$ cat src/rtl/keyframe_curve_evaluator_top_defines.svh
// Assertion macros shared by the keyframe curve evaluator RTL.
// Needs a clock i_clk and an active-low reset i_rst_n in the using module.
`ifndef KEYFRAME_CURVE_EVALUATOR_TOP_DEFINES_SVH
`define KEYFRAME_CURVE_EVALUATOR_TOP_DEFINES_SVH

// same-cycle implication
`define KCE_ASSERT_IMPL(lbl, ante, cons) \
    lbl: assert property (@(posedge i_clk) disable iff (!i_rst_n) (ante) |-> (cons)) \
        else $error("assertion failed");

// next-cycle implication
`define KCE_ASSERT_NEXT(lbl, ante, cons) \
    lbl: assert property (@(posedge i_clk) disable iff (!i_rst_n) (ante) |=> (cons)) \
        else $error("assertion failed");

`endif

$ cat src/rtl/kce_pkg.sv
// Package of the keyframe curve evaluator: sizes, codes and shared types.
// No dependencies.
`default_nettype none
package kce_pkg;
    localparam int MAX_KEYS  = 16;
    localparam int FRAC_BITS = 16;
    localparam int U_BITS    = 30;
    localparam int KEY_AW    = $clog2(MAX_KEYS);
    localparam int CNT_W     = $clog2(MAX_KEYS + 1);
    localparam int TIME_W    = 32;
    localparam int VAL_W     = 32;
    localparam int MODE_W    = 2;
    localparam int CNT_OUT_W = 5;
    localparam int MUL_W     = 34;
    localparam int PROD_W    = 2 * MUL_W;
    localparam int DIV_CW    = $clog2(U_BITS);

    localparam logic OP_ADD    = 1'b0;
    localparam logic OP_SAMPLE = 1'b1;

    localparam logic [MODE_W-1:0] MODE_STEP   = 2'd0;
    localparam logic [MODE_W-1:0] MODE_LINEAR = 2'd1;

    typedef struct packed {
        logic [TIME_W-1:0]       key_time;
        logic signed [VAL_W-1:0] key_value;
        logic signed [VAL_W-1:0] in_tangent;
        logic signed [VAL_W-1:0] out_tangent;
        logic [MODE_W-1:0]       interp;
    } t_key;

    localparam int KEY_W = $bits(t_key);

    typedef struct packed {
        logic                    is_sample;
        logic [TIME_W-1:0]       time_req;
        logic signed [VAL_W-1:0] key_value;
        logic signed [VAL_W-1:0] in_tangent;
        logic signed [VAL_W-1:0] out_tangent;
        logic [MODE_W-1:0]       interpolation;
    } t_cmd;

    typedef struct packed {
        logic valid;
        t_cmd cmd;
    } t_cmd_if;
endpackage
`default_nettype wire

$ cat src/rtl/kce_front.sv
// Front end: accepts request items, classifies them and queues them.
// Depends on kce_pkg.
`default_nettype none
module kce_front (
    input  wire logic                             i_clk,
    input  wire logic                             i_rst_n,
    input  wire logic                             push,
    output logic                                  full,
    input  wire logic                             i_opcode,
    input  wire logic [kce_pkg::TIME_W-1:0]       i_time_req,
    input  wire logic signed [kce_pkg::VAL_W-1:0] i_key_value,
    input  wire logic signed [kce_pkg::VAL_W-1:0] i_in_tangent,
    input  wire logic signed [kce_pkg::VAL_W-1:0] i_out_tangent,
    input  wire logic [kce_pkg::MODE_W-1:0]       i_interpolation,
    output kce_pkg::t_cmd_if                      o_cmd,
    input  wire logic                             i_take
);
    import kce_pkg::*;

    t_cmd       r_slot [2];
    logic       r_wr_ptr, n_wr_ptr;
    logic       r_rd_ptr, n_rd_ptr;
    logic [1:0] r_fill, n_fill;
    logic       w_push_ok, w_take_ok;
    t_cmd       w_new;

    assign full      = (r_fill == 2'd2);
    assign w_push_ok = push && !full;
    assign w_take_ok = i_take && (r_fill != 2'd0);

    always_comb begin
        w_new.is_sample     = (i_opcode == OP_SAMPLE);
        w_new.time_req      = i_time_req;
        w_new.key_value     = i_key_value;
        w_new.in_tangent    = i_in_tangent;
        w_new.out_tangent   = i_out_tangent;
        w_new.interpolation = i_interpolation;
    end

    always_comb begin
        n_wr_ptr = r_wr_ptr ^ w_push_ok;
        n_rd_ptr = r_rd_ptr ^ w_take_ok;
        n_fill   = r_fill + {1'b0, w_push_ok} - {1'b0, w_take_ok};
    end

    assign o_cmd.valid = (r_fill != 2'd0);
    assign o_cmd.cmd   = r_slot[r_rd_ptr];

    always_ff @(posedge i_clk) begin
        if (!i_rst_n) begin
            r_wr_ptr <= 1'b0;
            r_rd_ptr <= 1'b0;
            r_fill   <= 2'd0;
        end else begin
            r_wr_ptr <= n_wr_ptr;
            r_rd_ptr <= n_rd_ptr;
            r_fill   <= n_fill;
        end
    end

    always_ff @(posedge i_clk) begin
        if (w_push_ok) begin
            r_slot[r_wr_ptr] <= w_new;
        end
    end
endmodule
`default_nettype wire

$ cat config.mk
export PLATFORM = sky130hd
export DESIGN_NAME = kce_front
export DESIGN_NICKNAME = d
export VERILOG_FILES = /design/src/rtl/keyframe_curve_evaluator_top_defines.svh /design/src/rtl/kce_pkg.sv /design/src/rtl/kce_front.sv
export SDC_FILE = /design/constraint.sdc
export NUM_CORES = 1
export LEC_CHECK = 0
export ABC_AREA = 0
export BUFFER_PORTS_ARGS = -buffer_cell sky130_fd_sc_hd__buf_4
export CAP_MARGIN = 40
export CORE_MARGIN = 4
export CORE_UTILIZATION = 25
export CTS_CLUSTER_DIAMETER = 200
export DETAILED_ROUTE_END_ITERATION = 6
export SLEW_MARGIN = 5
export SYNTH_ARGS = -nofsm -noshare
export SYNTH_HDL_FRONTEND = slang
export SYNTH_SLANG_ARGS = --single-unit
export TNS_END_PERCENT = 50
$ cat constraint.sdc
create_clock -name i_clk -period 4.3 [get_ports i_clk]
set_clock_uncertainty 0.05 [all_clocks]
set_input_delay 0.43 -clock i_clk [delete_from_list [all_inputs] [get_ports i_clk]]
set_output_delay 0.43 -clock i_clk [all_outputs]
set_load 0.02 [all_outputs]
# After elaboration in Yosys (flattened, before gate mapping)
# Memory sizes are Yosys's and may differ from the RTL's. A register that Yosys moved wholly into a read port is not among the register bits.
# Cells that the tools add are included.
[totals]
reg_bits = 4
mem_bits_rw = 262
in_bits = 135
out_inout_bits = 133
mem_count = 1
[mem_list]
columns = ["name", "depth", "width", "rd", "rd_ports_with_merged_regs", "write_ports", "line_no", "source"]
rows = [
  ["r_slot", 2, 131, 1, 1, 1, "kce_front.sv:20", "t_cmd r_slot [2];"],
]
[op_classes]
add_sub_neg = 2
n_eq_ne = 1
mux = 3
n_bitwise = 2
n_reduce_logical = 4
[op_table]
columns = ["cell", "n"]
rows = [
  ["1-bit two-way mux", 3],
  ["2-bit by 1-bit adder with 2-bit output", 1],
  ["2-bit == test (second input constant)", 1],
  ["1-bit logical AND", 2],
  ["2-bit nonzero test", 1],
  ["2-bit by 1-bit subtractor with 2-bit output", 1],
  ["1-bit XOR", 2],
  ["1-bit logical NOT", 1],
]

# Longest topological paths before layout
[depth]
depth_word = 5
mapped_depth = 7
depth_no_buf = 7

# Worst setup path after synthesis
# Ideal clock, no wire load.
[synth_timing]
kind = "flip-flop to flip-flop"
from = "reg r_fill[0]"
to = "mem r_slot[1][0] in the netlist's numbering (enable)"
setup_time_ns = 0.507
t_arrival_ns = 3.687
slack_ns = 0.057
stages_incl_launch_ff = 4
path_cell_list = "dfxtp_1 > nand2b_1 > and2_1 > ha_1"
[synth_via]
elab_chain_cells = 5
[synth_lines]
columns = ["element", "line_no", "source"]
rows = [
  ["from (decl)", "kce_front.sv:23", "logic [1:0] r_fill, n_fill;"],
  ["from (signal assigned)", "kce_front.sv:57", "r_fill <= n_fill;"],
  ["2-bit == test", "kce_front.sv:27", "assign full = (r_fill == 2'd2);"],
  ["1-bit logical NOT", "kce_front.sv:28", "assign w_push_ok = push && !full;"],
  ["1-bit logical AND", "kce_front.sv:28", ""],
  ["1-bit two-way mux", "kce_front.sv:62", "if (w_push_ok) begin"],
  ["1-bit two-way mux (implied by the code)", "kce_front.sv:63", "r_slot[r_wr_ptr] <= w_new;"],
  ["to (decl)", "kce_front.sv:20", ""],
]
# Every way passes these cells.

==> implementation parameters <==
Parameter                              Value

Worst setup path
  Ordered cell list for the critical path    buf_4, mux2_2, buf_4
  Critical Setup Path Class    reg -> out
  Crit path required time    3.82 ns
  CP Max Fanout    33
  Worst Setup End Kind    output pin
  Data arrival time of the critical path    2.39 ns
  Launch point of the worst reg-to-reg path    r_fill[0]$_SDFF_PN0_
  Standard cell with the maximum stage delay on the critical path    sky130_fd_sc_hd__dfxtp_4
  Worst path most repeated cell    sky130_fd_sc_hd__buf_4
  Category of the worst setup path launch point    flip-flop
  Largest incremental delay on the critical path    0.73 ns

Synthesis
  Top cells by instance count after synthesis    sky130_fd_sc_hd__edfxtp_1, sky130_fd_sc_hd__mux2_4, sky130_fd_sc_hd__mux2_2
  Area share of the leading cell type in the synthesized netlist    78.0%
  Number of storage elements in the synthesis netlist    267
  Count of synthesis-stage warnings from yosys    0
  Distinct cell type count of the synthesized netlist    17
  Synth Flop Type    sky130_fd_sc_hd__edfxtp_1
  Yosys top cell by area    sky130_fd_sc_hd__edfxtp_1
  Synth area leaders    sky130_fd_sc_hd__edfxtp_1, sky130_fd_sc_hd__mux2_4, sky130_fd_sc_hd__mux2_2
  Post-synth design cell area    between 10,000 and 15,000 sq um
  Portion of the post-synthesis area used by sequential elements    79.0%
  Cells after Synth    roughly 430
  Post-synth ARST share    0%
  Synthesized area per cell    23.3 sq um
  Most frequently used cell type in the post-synthesis netlist    sky130_fd_sc_hd__edfxtp_1
  Post-synth EDFFs    262
  Net Count, Synth    572

Cells and area
  Syn-to-layout area delta    48.0%
  Final Core Density    37.5%
  Total non-filler cell area in the finished layout    14,900 sq um
  Post-Layout Cell Count    between 1,000 and 1,500
  Fill cell count    about 3,700
  Final net count    994
  Proportion of layout cells with a drive suffix above 1    roughly half

STA
  Final period utilization    between 60% and 70%
  Rel. slew slack    45.7%
  RSZ-0062 raised after global routing    false
  Tmin final    2.87 ns
  Number of max-slew violations in the final report    0
  Final-report hold violation count    0
  Slew at the pin closest to its max-slew limit    0.815 ns
  Setup-failing EPs final    0
  Final sum of negative setup slack    0 ns
  Final critical-path setup slack    1.43 ns
  Fmax    0.348 GHz

Power and ir drop
  Lkg Pwr    around 0.0057 uW
  Pwr per Cell Area    546 nW/um^2
  VDD IR-drop max    between 0.0004 and 0.0005 V

GRT
  Number of antenna violations at the first check in global routing    2
  Total track usage    9.91%
  Overall overflow remaining after global route    0
  Wire length of the first global-routing pass    34.1 mm
  Via count of the first global-routing pass    6,089
  Pin count of the biggest net entering global routing    69

Die
  I/O pin cnt    268
  Total Die Area    about 44,000 sq um
  Starting Density    25.3%
  FP Rows    73
  Core region area    39,800 sq um
  Height of the chip    ~210 microns
  Die X-Extent    about 210 microns

Clocking
  Clock buffer count from CTS    30
  Clock H-tree levels    1
  Clock transition time at the flip-flop clock pins of the worst setup and hold paths    0.06 ns
  Clock buffer depth    3
  Cts repair resizes    0
  Root Driver    sky130_fd_sc_hd__clkbuf_16
  Clock tree from TritonCTS    built
  Quantity of hold-fixing buffers added after cts    between 100 and 150
  Worst skew pair latency    0.56 ns
  Post-CTS setup repair buffer count    0
  CTS sink count    267

Route
  WL/cell    16.2 microns
  Mean number of vias per cell    3.91
  1st-pass router iterations    4
  Number of routed nets with antenna violations    0
  Initial detailed-routing violation count    158
  Routed wire length    22.8 mm
  Total number of vias    roughly 5,500
  DRC violation count after routing    0

Placement
  DP Wirelength    14.5 mm
  Quantity of I/O buffers inserted on ports    between 200 and 300
  Post-place instance area    12,700 sq um
  Final estimated routing congestion in global placement    0.712
  Worst setup slack before clock tree synthesis    1.84 ns
  Total instance count after detailed placement    1,217

Outcome
  Outcome    finished clean

Min path
  Startpoint of the worst hold path    i_rst_n
  Worst min-delay path class    in -> reg

Run
  Maxcap violations    0
## path summary, 6_finish.rpt
path	end	slack [ns]	depth (start not counted)
min	r_fill[0]$_SDFF_PN0_	0.06	2
max	o_cmd[35]	1.43	3
min reg2reg	r_rd_ptr$_SDFF_PN0_	0.44	2
max reg2reg	r_slot[1][74]$_DFFE_PP_	1.91	4
## per-layer routing
layer / global-route usage (%) / routed length (microns) / share of wire [%] / vias to the layer above
li1: - / - / - / 2571
met1: 11.8 / 9230 / 40 / 2712
met2: 17.4 / 11600 / 51 / 165
met3: 2.85 / 1520 / 6.6 / 37
met4: 3.11 / 506 / 2.2 / 2
met5: 0 / 13 / 0.057 / -
## where the power goes
part	switching [uW]	leakage (uW)	total (uW)	internal (uW)
logic	1220	0.00276	2420	1200
registers	132	0.00249	3440	3300
clock network	989	0.000437	2300	1310
## registers in the layout (all words and copies together), names as in the netlist, named ones only
signal and count:
r_slot 262, r_rd_ptr 1, r_wr_ptr 1, r_fill 2
## critical path, delay by kind of cell, from the launching register on
kind,cells,cell delay (ns)
mux,1,0.40
buf+inv,2,0.70
flops,1,0.73
## metrics by stage
step / hold WS [ns] / power (uW)
2_1_floorplan: 0.402 / 4980
3_3_place_gp: 0.401 / 5840
3_5_place_dp: 0.421 / 5870
4_1_cts: 0.0205 / 8340
5_1_grt: 0.0389 / 8560
6_report: 0.0645 / 8150
## cell usage in the layout, fill, tap and decap left out, types with 3 or more instances in the layout
cell,count
sky130_fd_sc_hd__buf_4,271
sky130_fd_sc_hd__edfxtp_1,262
sky130_fd_sc_hd__dlygate4sd3_1,131
sky130_fd_sc_hd__mux2_4,90
sky130_fd_sc_hd__mux2_2,41
sky130_fd_sc_hd__clkbuf_16,31
sky130_fd_sc_hd__clkinv_1,11
sky130_fd_sc_hd__clkinv_2,5
sky130_fd_sc_hd__clkbuf_1,4
sky130_fd_sc_hd__dfxtp_1,4
sky130_fd_sc_hd__inv_1,3
sky130_fd_sc_hd__buf_12,3
## final cells by class
| class | instances | area, sq um | share of cell area (%) |
|---|---|---|---|
| repair buffers | 405 | 3410 | 22.8 |
| well taps | 525 | 657 | 4.40 |
| diodes | 1 | 2.50 | 0.0168 |
| multi-input cells | 148 | 1990 | 13.3 |
| inverters | 3 | 11.3 | 0.0754 |
| clock buffers | 35 | 791 | 5.29 |
| flip-flops and latches | 267 | 7970 | 53.4 |
| clock inverters | 21 | 108 | 0.720 |
## cells by family (layout without fill, tap and decap cells)
logic type                 Yosys count  count (layout)  share of synthesized area [%]
adders and majority gates            4               4                          0.496
DFF                                267             267                           79.0
muxes                              133             133                           18.2
other                                0               1                              0
AOI/OAI and AO/OA                    1               1                         0.0744
xor gates and xnor gates             1               1                          0.223
buffers and inverters               18             464                           1.57
and+or+nand+nor                      9               9                          0.508
(Power assumes the default switching activity.)
